==> config.mk <==
export PLATFORM = sky130hd
export DESIGN_NAME = stream_editor_address_range_matcher_flat
export DESIGN_NICKNAME = d
export VERILOG_FILES = /design/src/hw/rtl/sear_pkg.sv /design/src/hw/rtl/sear_in_if.sv /design/src/hw/rtl/sear_out_if.sv /design/src/hw/rtl/sear_front.sv /design/src/hw/rtl/sear_queue.sv /design/src/hw/rtl/sear_rem.sv /design/src/hw/rtl/sear_back.sv /design/src/hw/rtl/stream_editor_address_range_matcher.sv /design/src/flat_wrapper.sv
export SDC_FILE = /design/constraint.sdc
export NUM_CORES = 2
export LEC_CHECK = 0
export ABC_AREA = 1
export BUFFER_PORTS_ARGS = -buffer_cell sky130_fd_sc_hd__buf_2
export CORE_MARGIN = 2
export CORE_UTILIZATION = 30
export CTS_CLUSTER_DIAMETER = 60
export CTS_CLUSTER_SIZE = 28
export DETAILED_ROUTE_END_ITERATION = 8
export PLACE_DENSITY = 0.51
export REMOVE_ABC_BUFFERS = 1
export SLEW_MARGIN = 10
export SYNTH_ARGS = -nofsm -noshare
export SYNTH_HDL_FRONTEND = slang
export SYNTH_SLANG_ARGS = --single-unit
==> constraint.sdc <==
create_clock -name i_clk -period 8 [get_ports i_clk]
set_input_delay 0.8 -clock i_clk [delete_from_list [all_inputs] [get_ports i_clk]]
set_output_delay 0.8 -clock i_clk [all_outputs]
set_load 0.05 [all_outputs]
==> src/hw/rtl/sear_pkg.sv <==
`timescale 1ns / 1ps
// Shared types and constants of the address range matcher.
// No dependencies; every other file imports this package.
package sear_pkg;

    localparam int C_NUM_COMMANDS  = 64;
    localparam int C_LINE_BITS     = 32;
    localparam int ID_BITS         = 6;
    localparam int LINE_FIELD_BITS = 32;
    localparam int KIND_BITS       = 3;
    localparam int Q_DEPTH         = 2;

    localparam logic [KIND_BITS-1:0] K_NONE  = 3'd0;
    localparam logic [KIND_BITS-1:0] K_LAST  = 3'd1;
    localparam logic [KIND_BITS-1:0] K_LINE  = 3'd2;
    localparam logic [KIND_BITS-1:0] K_LINE0 = 3'd3;
    localparam logic [KIND_BITS-1:0] K_STEP  = 3'd4;
    localparam logic [KIND_BITS-1:0] K_REGEX = 3'd5;

    localparam logic ACT_EVAL  = 1'b0;
    localparam logic ACT_CLEAR = 1'b1;

    localparam logic [1:0] NADDR_ZERO = 2'd0;
    localparam logic [1:0] NADDR_ONE  = 2'd1;

    typedef struct packed {
        logic                       action;
        logic [ID_BITS-1:0]         cmd_id;
        logic [1:0]                 addr_count;
        logic                       negate;
        logic [KIND_BITS-1:0]       kind_first;
        logic [LINE_FIELD_BITS-1:0] value_first;
        logic [LINE_FIELD_BITS-1:0] step_first;
        logic [KIND_BITS-1:0]       kind_second;
        logic [LINE_FIELD_BITS-1:0] value_second;
        logic [LINE_FIELD_BITS-1:0] line_number;
        logic                       is_last_line;
        logic [1:0]                 regex_hits;
    } t_in;

    typedef struct packed {
        logic active;
        logic range_closed;
    } t_out;

    typedef enum logic [1:0] {
        MODE_ALL,
        MODE_FIRST,
        MODE_RANGE
    } t_mode;

    typedef struct packed {
        logic                       clear;
        t_mode                      mode;
        logic [ID_BITS-1:0]         idx;
        logic                       negate;
        logic                       hit;
        logic                       need_mod;
        logic [LINE_FIELD_BITS-1:0] diff;
        logic [LINE_FIELD_BITS-1:0] step;
        logic                       close_now;
        logic                       shut_fixed;
        logic                       shut_regex;
        logic [LINE_FIELD_BITS-1:0] line;
    } t_op;

endpackage

==> src/hw/rtl/sear_in_if.sv <==
`timescale 1ns / 1ps
// Valid/ready channel carrying one address request.
// Depends on sear_pkg for the payload type.
interface sear_in_if
    import sear_pkg::*;
();
    logic valid;
    logic ready;
    t_in  data;

    modport source (output valid, output data, input ready);
    modport sink (input valid, input data, output ready);
endinterface

==> src/hw/rtl/sear_out_if.sv <==
`timescale 1ns / 1ps
// Valid/ready channel carrying one match result.
// Depends on sear_pkg for the payload type.
interface sear_out_if
    import sear_pkg::*;
();
    logic valid;
    logic ready;
    t_out data;

    modport source (output valid, output data, input ready);
    modport sink (input valid, input data, output ready);
endinterface

==> src/hw/rtl/sear_front.sv <==
`timescale 1ns / 1ps
// Front end: classifies an incoming request into a decoded operation.
// Depends on sear_pkg.
module sear_front
    import sear_pkg::*;
#(
    parameter int NUM_COMMANDS = C_NUM_COMMANDS,
    parameter int LINE_BITS    = C_LINE_BITS
) (
    input  t_in i_in,
    output t_op o_op
);
    localparam int LW = (LINE_BITS < LINE_FIELD_BITS) ? LINE_BITS : LINE_FIELD_BITS;

    logic [LINE_FIELD_BITS-1:0] line;
    logic [LINE_FIELD_BITS-1:0] v1;
    logic [LINE_FIELD_BITS-1:0] s1;
    logic [LINE_FIELD_BITS-1:0] v2;
    logic [LINE_FIELD_BITS-1:0] diff;
    logic                       in_range;
    logic                       hit;
    logic                       shut_fixed;

    assign line     = LINE_FIELD_BITS'(i_in.line_number[LW-1:0]);
    assign v1       = LINE_FIELD_BITS'(i_in.value_first[LW-1:0]);
    assign s1       = LINE_FIELD_BITS'(i_in.step_first[LW-1:0]);
    assign v2       = LINE_FIELD_BITS'(i_in.value_second[LW-1:0]);
    assign diff     = line - v1;
    assign in_range = (32'(i_in.cmd_id) < 32'(NUM_COMMANDS));

    always_comb begin
        unique case (i_in.kind_first)
            K_LAST:  hit = i_in.is_last_line;
            K_LINE:  hit = (line == v1);
            K_LINE0: hit = (line <= LINE_FIELD_BITS'(1));
            K_STEP:  hit = (s1 == '0) && (line == v1);
            K_REGEX: hit = i_in.regex_hits[0];
            default: hit = 1'b0;
        endcase
    end

    always_comb begin
        unique case (i_in.kind_second)
            K_LINE:  shut_fixed = (line >= v2);
            K_LAST:  shut_fixed = i_in.is_last_line;
            K_LINE0: shut_fixed = 1'b1;
            default: shut_fixed = 1'b0;
        endcase
    end

    always_comb begin
        o_op.clear = (i_in.action == ACT_CLEAR);
        if (i_in.addr_count == NADDR_ZERO) begin
            o_op.mode = MODE_ALL;
        end else if (i_in.addr_count == NADDR_ONE || !in_range) begin
            o_op.mode = MODE_FIRST;
        end else begin
            o_op.mode = MODE_RANGE;
        end
        o_op.idx        = in_range ? i_in.cmd_id : '0;
        o_op.negate     = i_in.negate;
        o_op.hit        = hit;
        o_op.need_mod   = (i_in.kind_first == K_STEP) && (s1 != '0) && (line >= v1);
        o_op.diff       = LINE_FIELD_BITS'(diff[LW-1:0]);
        o_op.step       = s1;
        o_op.close_now  = (i_in.kind_second == K_LINE) && (v2 <= line);
        o_op.shut_fixed = shut_fixed;
        o_op.shut_regex = (i_in.kind_second == K_REGEX) && i_in.regex_hits[1];
        o_op.line       = line;
    end
endmodule

==> src/hw/rtl/sear_queue.sv <==
`timescale 1ns / 1ps
// Two-entry queue of decoded operations between the front and back ends.
// Depends on sear_pkg.
module sear_queue
    import sear_pkg::*;
(
    input  logic i_clk,
    input  logic i_rst_n,
    input  logic i_push,
    input  t_op  i_op,
    output logic o_full,
    input  logic i_pop,
    output logic o_valid,
    output t_op  o_op
);
    localparam int PW = (Q_DEPTH > 1) ? $clog2(Q_DEPTH) : 1;
    localparam int CW = $clog2(Q_DEPTH + 1);

    t_op           r_mem [Q_DEPTH];
    logic [PW-1:0] r_wr_ptr;
    logic [PW-1:0] r_rd_ptr;
    logic [CW-1:0] r_count;

    assign o_full  = (r_count == CW'(Q_DEPTH));
    assign o_valid = (r_count != '0);
    assign o_op    = r_mem[r_rd_ptr];

    always_ff @(posedge i_clk) begin
        if (!i_rst_n) begin
            r_wr_ptr <= '0;
            r_rd_ptr <= '0;
            r_count  <= '0;
        end else begin
            if (i_push) begin
                r_wr_ptr <= (r_wr_ptr == PW'(Q_DEPTH - 1)) ? '0 : r_wr_ptr + 1'b1;
            end
            if (i_pop) begin
                r_rd_ptr <= (r_rd_ptr == PW'(Q_DEPTH - 1)) ? '0 : r_rd_ptr + 1'b1;
            end
            if (i_push && !i_pop) begin
                r_count <= r_count + 1'b1;
            end else if (!i_push && i_pop) begin
                r_count <= r_count - 1'b1;
            end
        end
    end

    always_ff @(posedge i_clk) begin
        if (i_push) begin
            r_mem[r_wr_ptr] <= i_op;
        end
    end
endmodule

==> src/hw/rtl/sear_rem.sv <==
`timescale 1ns / 1ps
// Restoring remainder unit, one dividend bit per cycle; reports a zero remainder.
// Depends on sear_pkg.
module sear_rem
    import sear_pkg::*;
#(
    parameter int LINE_BITS = C_LINE_BITS
) (
    input  logic                       i_clk,
    input  logic                       i_rst_n,
    input  logic                       i_start,
    input  logic [LINE_FIELD_BITS-1:0] i_dividend,
    input  logic [LINE_FIELD_BITS-1:0] i_divisor,
    output logic                       o_busy,
    output logic                       o_zero
);
    localparam int LW = (LINE_BITS < LINE_FIELD_BITS) ? LINE_BITS : LINE_FIELD_BITS;
    localparam int CW = $clog2(LW + 1);

    logic [CW-1:0] r_cnt;
    logic [LW-1:0] r_dvd;
    logic [LW-1:0] r_dvs;
    logic [LW-1:0] r_rem;
    logic [LW:0]   rem_sh;
    logic [LW:0]   rem_sub;

    assign rem_sh  = {r_rem, r_dvd[LW-1]};
    assign rem_sub = rem_sh - {1'b0, r_dvs};
    assign o_busy  = (r_cnt != '0);
    assign o_zero  = (r_rem == '0);

    always_ff @(posedge i_clk) begin
        if (!i_rst_n) begin
            r_cnt <= '0;
        end else if (i_start) begin
            r_cnt <= CW'(LW);
        end else if (o_busy) begin
            r_cnt <= r_cnt - 1'b1;
        end
    end

    always_ff @(posedge i_clk) begin
        if (i_start) begin
            r_dvd <= i_dividend[LW-1:0];
            r_dvs <= i_divisor[LW-1:0];
            r_rem <= '0;
        end else if (o_busy) begin
            r_dvd <= {r_dvd[LW-2:0], 1'b0};
            r_rem <= (rem_sh >= {1'b0, r_dvs}) ? rem_sub[LW-1:0] : rem_sh[LW-1:0];
        end
    end
endmodule

==> src/hw/rtl/sear_back.sv <==
`timescale 1ns / 1ps
// Back end: executes decoded operations against the range table and drives results.
// Depends on sear_pkg and sear_out_if.
module sear_back
    import sear_pkg::*;
#(
    parameter int NUM_COMMANDS = C_NUM_COMMANDS,
    parameter int LINE_BITS    = C_LINE_BITS
) (
    input  logic        i_clk,
    input  logic        i_rst_n,
    input  logic        i_q_valid,
    input  t_op         i_q_op,
    output logic        o_pop,
    output logic        o_rem_start,
    input  logic        i_rem_busy,
    input  logic        i_rem_zero,
    sear_out_if.source  o_res
);
    localparam int LW    = (LINE_BITS < LINE_FIELD_BITS) ? LINE_BITS : LINE_FIELD_BITS;
    localparam int DEPTH = (NUM_COMMANDS < (1 << ID_BITS)) ? NUM_COMMANDS : (1 << ID_BITS);
    localparam int IW    = (DEPTH > 1) ? $clog2(DEPTH) : 1;

    typedef enum logic [1:0] {
        S_IDLE,
        S_DIV,
        S_EXEC
    } t_state;

    t_state           r_state;
    t_op              r_op;
    logic [DEPTH-1:0] r_open;
    logic             r_out_valid;
    t_out             r_out;
    logic [LW-1:0]    r_mem [DEPTH];
    logic [LW-1:0]    r_rd_data;

    logic [IW-1:0]    idx;
    logic             hit;
    logic             cur_open;
    logic             commit;
    logic             result;
    logic             closed;
    logic             open_next;
    logic             wr_en;

    assign o_pop       = (r_state == S_IDLE) && i_q_valid;
    assign o_rem_start = o_pop && i_q_op.need_mod;
    assign idx         = r_op.idx[IW-1:0];
    assign hit         = r_op.need_mod ? i_rem_zero : r_op.hit;
    assign cur_open    = r_open[idx];
    assign commit      = (r_state == S_EXEC) && (!r_out_valid || o_res.ready);
    assign o_res.valid = r_out_valid;
    assign o_res.data  = r_out;

    always_comb begin
        result    = 1'b1;
        closed    = 1'b1;
        open_next = cur_open;
        wr_en     = 1'b0;
        unique case (r_op.mode)
            MODE_ALL: begin
                result = 1'b1;
            end
            MODE_FIRST: begin
                result = hit;
            end
            MODE_RANGE: begin
                if (!cur_open) begin
                    result = hit;
                    if (hit) begin
                        wr_en     = 1'b1;
                        open_next = !r_op.close_now;
                        closed    = r_op.close_now;
                    end
                end else begin
                    open_next = !(r_op.shut_fixed ||
                                  (r_op.shut_regex && (r_op.line[LW-1:0] > r_rd_data)));
                    closed    = !open_next;
                end
            end
            default: begin
                result = 1'b0;
            end
        endcase
    end

    always_ff @(posedge i_clk) begin
        if (!i_rst_n) begin
            r_state     <= S_IDLE;
            r_open      <= '0;
            r_out_valid <= 1'b0;
        end else begin
            if (commit) begin
                r_out_valid <= 1'b1;
            end else if (o_res.ready) begin
                r_out_valid <= 1'b0;
            end
            unique case (r_state)
                S_IDLE: begin
                    if (o_pop) begin
                        r_op    <= i_q_op;
                        r_state <= i_q_op.need_mod ? S_DIV : S_EXEC;
                    end
                end
                S_DIV: begin
                    if (!i_rem_busy) begin
                        r_state <= S_EXEC;
                    end
                end
                S_EXEC: begin
                    if (commit) begin
                        r_state <= S_IDLE;
                        if (r_op.clear) begin
                            r_open             <= '0;
                            r_out.active       <= 1'b0;
                            r_out.range_closed <= 1'b1;
                        end else begin
                            r_open[idx]        <= open_next;
                            r_out.active       <= result ^ r_op.negate;
                            r_out.range_closed <= closed;
                        end
                    end
                end
                default: begin
                    r_state <= S_IDLE;
                end
            endcase
        end
    end

    always_ff @(posedge i_clk) begin
        if (o_pop) begin
            r_rd_data <= r_mem[i_q_op.idx[IW-1:0]];
        end
        if (commit && !r_op.clear && wr_en) begin
            r_mem[idx] <= r_op.line[LW-1:0];
        end
    end
endmodule

==> src/hw/rtl/stream_editor_address_range_matcher.sv <==
`timescale 1ns / 1ps
// Address range matcher: one result per request, in order.
// Each request is queued, popped by the back end when it is idle, and executed into a registered result;
// a first~step address that needs its remainder first waits for the bit-serial remainder unit.
// The back end finishes one request before it pops the next; meanwhile the queue holds up to two more.
// Synchronous reset closes every range; start lines stay undefined until written.
module stream_editor_address_range_matcher
    import sear_pkg::*;
#(
    parameter int NUM_COMMANDS = C_NUM_COMMANDS,
    parameter int LINE_BITS    = C_LINE_BITS
) (
    input  logic       i_clk,
    input  logic       i_rst_n,
    sear_in_if.sink    i_req,
    sear_out_if.source o_res
);
    t_op  front_op;
    t_op  q_op;
    logic q_full;
    logic q_valid;
    logic q_pop;
    logic push;
    logic rem_start;
    logic rem_busy;
    logic rem_zero;

    assign i_req.ready = !q_full;
    assign push        = i_req.valid && !q_full;

    sear_front #(
        .NUM_COMMANDS (NUM_COMMANDS),
        .LINE_BITS    (LINE_BITS)
    ) u_front (
        .i_in (i_req.data),
        .o_op (front_op)
    );

    sear_queue u_queue (
        .i_clk   (i_clk),
        .i_rst_n (i_rst_n),
        .i_push  (push),
        .i_op    (front_op),
        .o_full  (q_full),
        .i_pop   (q_pop),
        .o_valid (q_valid),
        .o_op    (q_op)
    );

    sear_rem #(
        .LINE_BITS (LINE_BITS)
    ) u_rem (
        .i_clk      (i_clk),
        .i_rst_n    (i_rst_n),
        .i_start    (rem_start),
        .i_dividend (q_op.diff),
        .i_divisor  (q_op.step),
        .o_busy     (rem_busy),
        .o_zero     (rem_zero)
    );

    sear_back #(
        .NUM_COMMANDS (NUM_COMMANDS),
        .LINE_BITS    (LINE_BITS)
    ) u_back (
        .i_clk       (i_clk),
        .i_rst_n     (i_rst_n),
        .i_q_valid   (q_valid),
        .i_q_op      (q_op),
        .o_pop       (q_pop),
        .o_rem_start (rem_start),
        .i_rem_busy  (rem_busy),
        .i_rem_zero  (rem_zero),
        .o_res       (o_res)
    );
endmodule

==> src/flat_wrapper.sv <==
// flat-port wrapper written by rule: the top's interface ports become plain ports
module stream_editor_address_range_matcher_flat import sear_pkg::*;
#(
    parameter int NUM_COMMANDS = C_NUM_COMMANDS,
    parameter int LINE_BITS    = C_LINE_BITS
)
  (i_clk, i_rst_n, i_req_valid, i_req_data, i_req_ready, o_res_valid, o_res_data, o_res_ready);
  sear_in_if i_req_i ();
  sear_out_if o_res_i ();
  input  logic i_clk;
  input  logic i_rst_n;
  input wire logic [$bits(i_req_i.valid)-1:0] i_req_valid;
  input wire logic [$bits(i_req_i.data)-1:0] i_req_data;
  output wire logic [$bits(i_req_i.ready)-1:0] i_req_ready;
  output wire logic [$bits(o_res_i.valid)-1:0] o_res_valid;
  output wire logic [$bits(o_res_i.data)-1:0] o_res_data;
  input wire logic [$bits(o_res_i.ready)-1:0] o_res_ready;
  assign i_req_i.valid = i_req_valid;
  assign i_req_i.data = i_req_data;
  assign i_req_ready = i_req_i.ready;
  assign o_res_valid = o_res_i.valid;
  assign o_res_data = o_res_i.data;
  assign o_res_i.ready = o_res_ready;
  stream_editor_address_range_matcher #(.NUM_COMMANDS(NUM_COMMANDS), .LINE_BITS(LINE_BITS)) u_core (.i_clk(i_clk), .i_rst_n(i_rst_n), .i_req(i_req_i), .o_res(o_res_i));
endmodule
Word-level counts from Yosys, hierarchy flattened
Memory sizes are Yosys's and may differ from the RTL's. A register that Yosys moved wholly into a read port is not among the register bits.
Cells that the tools add are included.
Cells by class
  bitwise operators: 3
  equal/unequal tests: 19
  multiplexer cells: 43
  shifts and indexed selects: 0
  add/subtract/negate cells: 7
  $mul: 0
  reductions and logical operators: 41
  divide/modulo/power cells: 0
  magnitude comparators: 8
Operator list (number)
  $mux W32: 3
  $bwmux W64: 1
  $ge A32 B32 Y1: 2
  $logic_not A32 Y1: 2
  $mux W64: 1
  $sub A32 B32 Y32: 2
  $ge A33 B32 Y1: 1
  $eq A32 B32 Y1: 1
  $gt A32 B32 Y1: 1
  $le A32 B1 Y1 const B: 1
  $le A32 B32 Y1: 1
  $reduce_bool A32 Y1: 1
  $mux W1: 22
  $mux W2: 8
  $logic_and A1 B1 Y1: 15
  $eq A3 B2 Y1 const B: 4
  $mux W6: 2
  $eq A3 B3 Y1 const B: 3
  $reduce_and A3 Y1: 3
  $reduce_bool A2 Y1: 4
  $logic_not A1 Y1: 7
  $lt A6 B7 Y1 const B: 1
  $bmux W1 S6: 1
  $demux W1 S6: 1
  other kinds (19): 33
Word-level totals
  bits in latches: 0
  bits in read-only memories: 0
  memories kept: 2
  bits of input ports: 151
  register bits: 222
  memory bits (writable): 2270
  output and inout bits: 4
  word-level logic and storage cells: 146
Memory list
  u_core.u_back.r_mem: words 64, bits a word 32, rd ports 1, clocked after memory_dff 1, wr ports 1, line sear_back.sv:35  | logic [LW-1:0] r_mem [DEPTH];
  u_core.u_queue.r_mem: words 2, bits a word 111, rd ports 1, clocked after memory_dff 1, wr ports 1, line sear_queue.sv:19  | t_op r_mem [Q_DEPTH];

Logic depth before layout (Yosys ltp)
  depth in word-level cells: 8
  depth in mapped cells: 19
  gate-level depth less buffers: 18

Cells and area by module
From an unflattened synthesis, not the netlist that was laid out.
Unflattened totals
  cell total of the unflattened synthesis: 9027
  area total of the unflattened synthesis: 106921.3 um2
Modules (own cells, without submodules)
  sear_back: seq. area each 65272.6 um2, area each 87701.6 um2, cells each 6995, times used 1
  sear_queue: seq. area each 6766.5 um2, area each 8266.7 um2, cells each 380, times used 1
  sear_rem: seq. area each 2682.6 um2, area each 7100.6 um2, cells each 982, times used 1
  sear_front: seq. area each 0.0 um2, area each 3838.7 um2, cells each 667, times used 1
  stream_editor_address_range_matcher: seq. area each 0.0 um2, area each 13.8 um2, cells each 3, times used 1

Worst setup path before layout
No wires, ideal clock.
  path kind: reg-to-reg
  start point: register u_core.u_queue.r_count[0]
  end point: memory u_core.u_queue.r_mem[1][0] in the netlist's numbering (enable)
  data required time: 7.416 ns
  setup slack: 1.852 ns
  path buffers: 0
  clock period less this slack: 6.148 ns
  arrival time: 5.564 ns
  cell stages (with the launch flop): 5
  library setup time: 0.584 ns
  path through: dfxtp_1 inv_1 nand2_1 nand2_1 nor2_1
On the way
  cells in the longest elaborated chain, start to end: 5
RTL lines
  start: declaration: line sear_queue.sv:22  | logic [CW-1:0] r_count;
  start signal: assignment: line sear_queue.sv:41  | r_count <= r_count + 1'b1;
  start signal: assignment: line sear_queue.sv:43  | r_count <= r_count - 1'b1;
  $eq A2 B2 Y1: line sear_queue.sv:24  | assign o_full = (r_count == CW'(Q_DEPTH));
  $logic_not A1 Y1
  via i_req_ready: line flat_wrapper.sv:14  | output wire logic [$bits(i_req_i.ready)-1:0] i_req_ready;
  $logic_and A1 B1 Y1: line stream_editor_address_range_matcher.sv:29  | assign push = i_req.valid && !q_full;
  $mux W1: line sear_queue.sv:49  | if (i_push) begin
  $mux W1 (not written as such): line sear_queue.sv:50  | r_mem[r_wr_ptr] <= i_op;
  end: declaration: line sear_queue.sv:19
The timed path passes the listed nets, and every way through them passes these cells.

==> flow_summary_export.csv <==
group,metric,value,unit
placed_design,port_buffers,154,
global_routing,met1_usage,25.9,%
pwr,p_per_area,333,mW/mm²
floorplanning,dieArea,0.353,mm²
yosys,netlist_area,0.105,mm²
cells_and_area,syn_to_final_growth,12.8,%
floorplanning,rows,216,
sta,finClkSkew,0.0911,ns
sta,worstMarginPinSlew,1.30,ns
cells_and_area,nets,8853,
worst_setup_path,r2r_slack,2.12,ns
detailed_routing,ant_nets,0,
yosys,ys_ff_latch,2525,
outcome,status,"complete, no violations",
yosys,synth_top_area_share,69.3,%
sta,slew-limit-headroom,12.9,%
yosys,synth-simple-area-share,11.1,%
worst_setup_path,crit_type,"register to register",
yosys,synthCells,8585,
global_routing,grt.overflow.total,0,
global_routing,use_met2,30.2,%
placed_design,gp_congestion,0.848,
sta,fin_crit,5.88,ns
clock_network,clk_latency,0.91,ns
yosys,yosys_warnings,0,
placed_design,hpwlAfterDp,199000,µm
yosys,synth_compound_area_share,11.9,%
worst_hold_path,hold_path.class,"primary input to register",
detailed_routing,wire_per_inst,25.5,µm
floorplanning,ios,155,
sta,max_freq,170,MHz
floorplanning,core_region_area,0.346,mm²
yosys,synthMuxAreaShare,0,%
yosys,synth-xor-area-share,0.444,%
sta,rsz0062_at_grt,"false",
detailed_routing,vias,70339,
cells_and_area,drive_above_1_share,8.69,%
detailed_routing,firstDrtPassIters,8,
detailed_routing,wl,338000,µm
cells_and_area,fin_util,34.0,%
global_routing,grt_util_met3,2.27,%
yosys,synthFlopType,"edfxtp_1",
clock_network,cts_made_buffers,173,
clock_network,cts_root_buf,"clkbuf_16",
clock_network,clock-sinks,2525,
yosys,yosysUniqueCellTypes,48,
sta,setup_viol,0,
clock_network,clock_path_buffers,4,
clock_network,cts_tree,"yes",
pwr,ir_drop,0.000209,V
worst_setup_path,crit_path_end_kind,"register",
clock_network,h-tree-depth,4,
clock_network,postCtsResizedCells,0,
floorplanning,start_util,30.2,%
yosys,synth.top_cells.by_count,"2415 x edfxtp_1, 1495 x nor2_1, 1043 x o21ai_0",
sta,finalMaxSlewViolations,0,
worst_setup_path,crit_arrival,6.61,ns
clock_network,clk_pin_slew,0.09,ns
worst_setup_path,reg2regPathDepth,13,
yosys,yosys.area.top_type,"edfxtp_1",
global_routing,grt_max_degree,200,
cells_and_area,fin_cells,13290,
worst_setup_path,cp.required,8.73,ns
yosys,synthAdderAreaFrac,1.59,%
clock_network,postCtsHoldBufs,0,
global_routing,grt_pass1_vias,67634,
yosys,syn_area_per_cell,12.2,µm²
worst_setup_path,endpoint,"u_core.u_back.r_rd_data[15]$_DFFE_PP_",
global_routing,antenna_found_initial,20,
worst_setup_path,critPathMaxFanout,111,
yosys,synth.most_common_cell,"edfxtp_1",
floorplanning,dieHeight,594,µm
placed_design,place_inst,12973,
global_routing,grtUsageTotal,18.6,%
yosys,synth_top_family_by_area,"compound AO/OA/AOI/OAI gates",
yosys,synth_edf_count,2415,
yosys,synth.yosys.seq_area_share,71.5,%
flow_run,cap_violations,0,
global_routing,grt_pass1_wl,487000,µm
worst_setup_path,r2r_end,"u_core.u_back.r_rd_data[15]$_DFFE_PP_",
detailed_routing,drc,0,
clock_network,post-cts-setup-buffer-count,0,
yosys,synthTopCellsByArea,"edfxtp_1 69%, nor2_1 5.4%, o21ai_0 5.0%, nand2_1 3.0%, o221ai_1 2.4%",
detailed_routing,viasPerCell,5.29,
sta,finalCritPeriodShare,73.5,%
yosys,postSynth.asyncResetShare,0,%
detailed_routing,drtIter0Drc,8169,
floorplanning,die_x,594,µm
global_routing,top_usage_layer,"met2",
worst_setup_path,start_kind,"register",
pwr,p_leak,38.2,nW
sta,finalHoldViolCount,0,
-- cell families (layout without fill, tap and decap cells) --
family,Yosys count,in the layout
and+or+nand+nor,2888,2888
adders and majority gates,132,132
xor gates and xnor gates,53,53
DFF,2525,2525
other,0,9
buffers and inverters,912,1030
AOI/OAI and AO/OA,2075,2075
-- worst min path at each step --
stage / startpoint / to / slack [ns] / cells after the start
3_5_place_dp: u_core.u_queue.r_rd_ptr$_SDFFE_PN0P_ / register / 0.44 / 1
3_3_place_gp: u_core.u_queue.r_rd_ptr$_SDFFE_PN0P_ / register / 0.42 / 1
6_report: i_req_data[76] / u_core.u_queue.r_mem[0][41]$_DFFE_PP_ / 0.12 / 1
4_1_cts: i_req_data[76] / u_core.u_queue.r_mem[0][41]$_DFFE_PP_ / 0.06 / 1
2_1_floorplan: u_core.u_queue.r_rd_ptr$_SDFFE_PN0P_ / register / 0.43 / 1
5_1_grt: i_req_data[99] / u_core.u_queue.r_mem[0][64]$_DFFE_PP_ / 0.08 / 1
-- layout make-up --
class / count / area, µm²
tap: 4578 / 5730
clock inverter: 128 / 1800
sequential: 2525 / 74700
multi-input combinational: 5148 / 26800
fill: 33960 / 229000
antenna: 9 / 22.5
clock buffer: 180 / 4420
inverter: 368 / 1420
timing repair buffer: 354 / 3090
-- cell usage in the layout (no fill, tap or decap), drive strengths merged, types with 3 or more instances in the layout --
master	n
a211oi	5
a21boi	3
a21o	13
a21oi	181
a221oi	3
a31oi	37
and3	3
buf	354
bufinv	8
clkbuf	180
clkinv	47
clkinvlp	6
dfxtp	110
diode	9
edfxtp	2415
ha	130
inv	435
nand2	828
nand3	480
nand3b	3
nand4	16
nor2	1496
nor3	38
nor4	16
o211ai	257
o21a	8
o21ai	1173
o21bai	5
o221ai	285
o22ai	99
or2	8
xnor2	28
xor2	25
-- where the power goes --
group,internal (mW),switching [mW],total (mW)
logic,3.06,9.67,12.7
registers,16.1,0.448,16.6
clock network,4.66,5.31,9.97
total,23.8,15.4,39.3
-- routing by layer --
metal	vias up	part of all wire [%]
li1	31377	-
met1	35808	43
met2	2743	47
met3	407	7.2
met4	4	3.1
met5	-	0.0077
-- worst max-delay path: stages (launching register included) --
cell and delay, ns:
dfxtp_4 0.62, inv_4 0.70, or2_1 0.25, o21ai_4 0.18, buf_4 0.38, inv_8 0.54
buf_4 0.81, buf_4 0.41, o21ai_0 0.13, o211ai_1 0.19, nand3_1 0.09, nand3_1 0.34
nand3_1 0.47, nand2_1 0.21
-- stage by stage --
step	instance area (µm²)	worst slack, ns	hold WS [ns]	TNS (ns)	total power [mW]
after floorplan	102000	-53.61	0.425	-1805.71	25.0
after global placement	111000	2.29	0.424	0	29.4
after detailed placement	112000	2.25	0.439	0	29.5
after CTS	118000	2.26	0.0568	0	39.4
after global routing	118000	1.82	0.0824	0	41.1
final	118000	2.12	0.119	0	39.3
-- registers in the layout, summed over array words and instances, names as in the netlist, named ones only --
| register | flops |
|---|---|
| u_core.u_queue.r_wr_ptr | 1 |
| u_core.u_rem.r_rem | 32 |
| u_core.u_queue.r_mem | 222 |
| u_core.u_back.r_state | 2 |
| u_core.u_queue.r_rd_ptr | 1 |
| u_core.u_rem.r_cnt | 6 |
| u_core.u_back.r_open | 64 |
| u_core.u_back.o_res.data | 2 |
| u_core.u_queue.r_count | 2 |
| u_core.u_back.o_res.valid | 1 |
| u_core.u_back.r_op | 41 |
| u_core.u_back.r_rd_data | 32 |
| u_core.u_back.idx | 6 |
| u_core.u_back.r_mem | 2048 |
| u_core.u_rem.r_dvs | 32 |
| u_core.u_rem.r_dvd | 32 |
(Power assumes the default switching activity.)
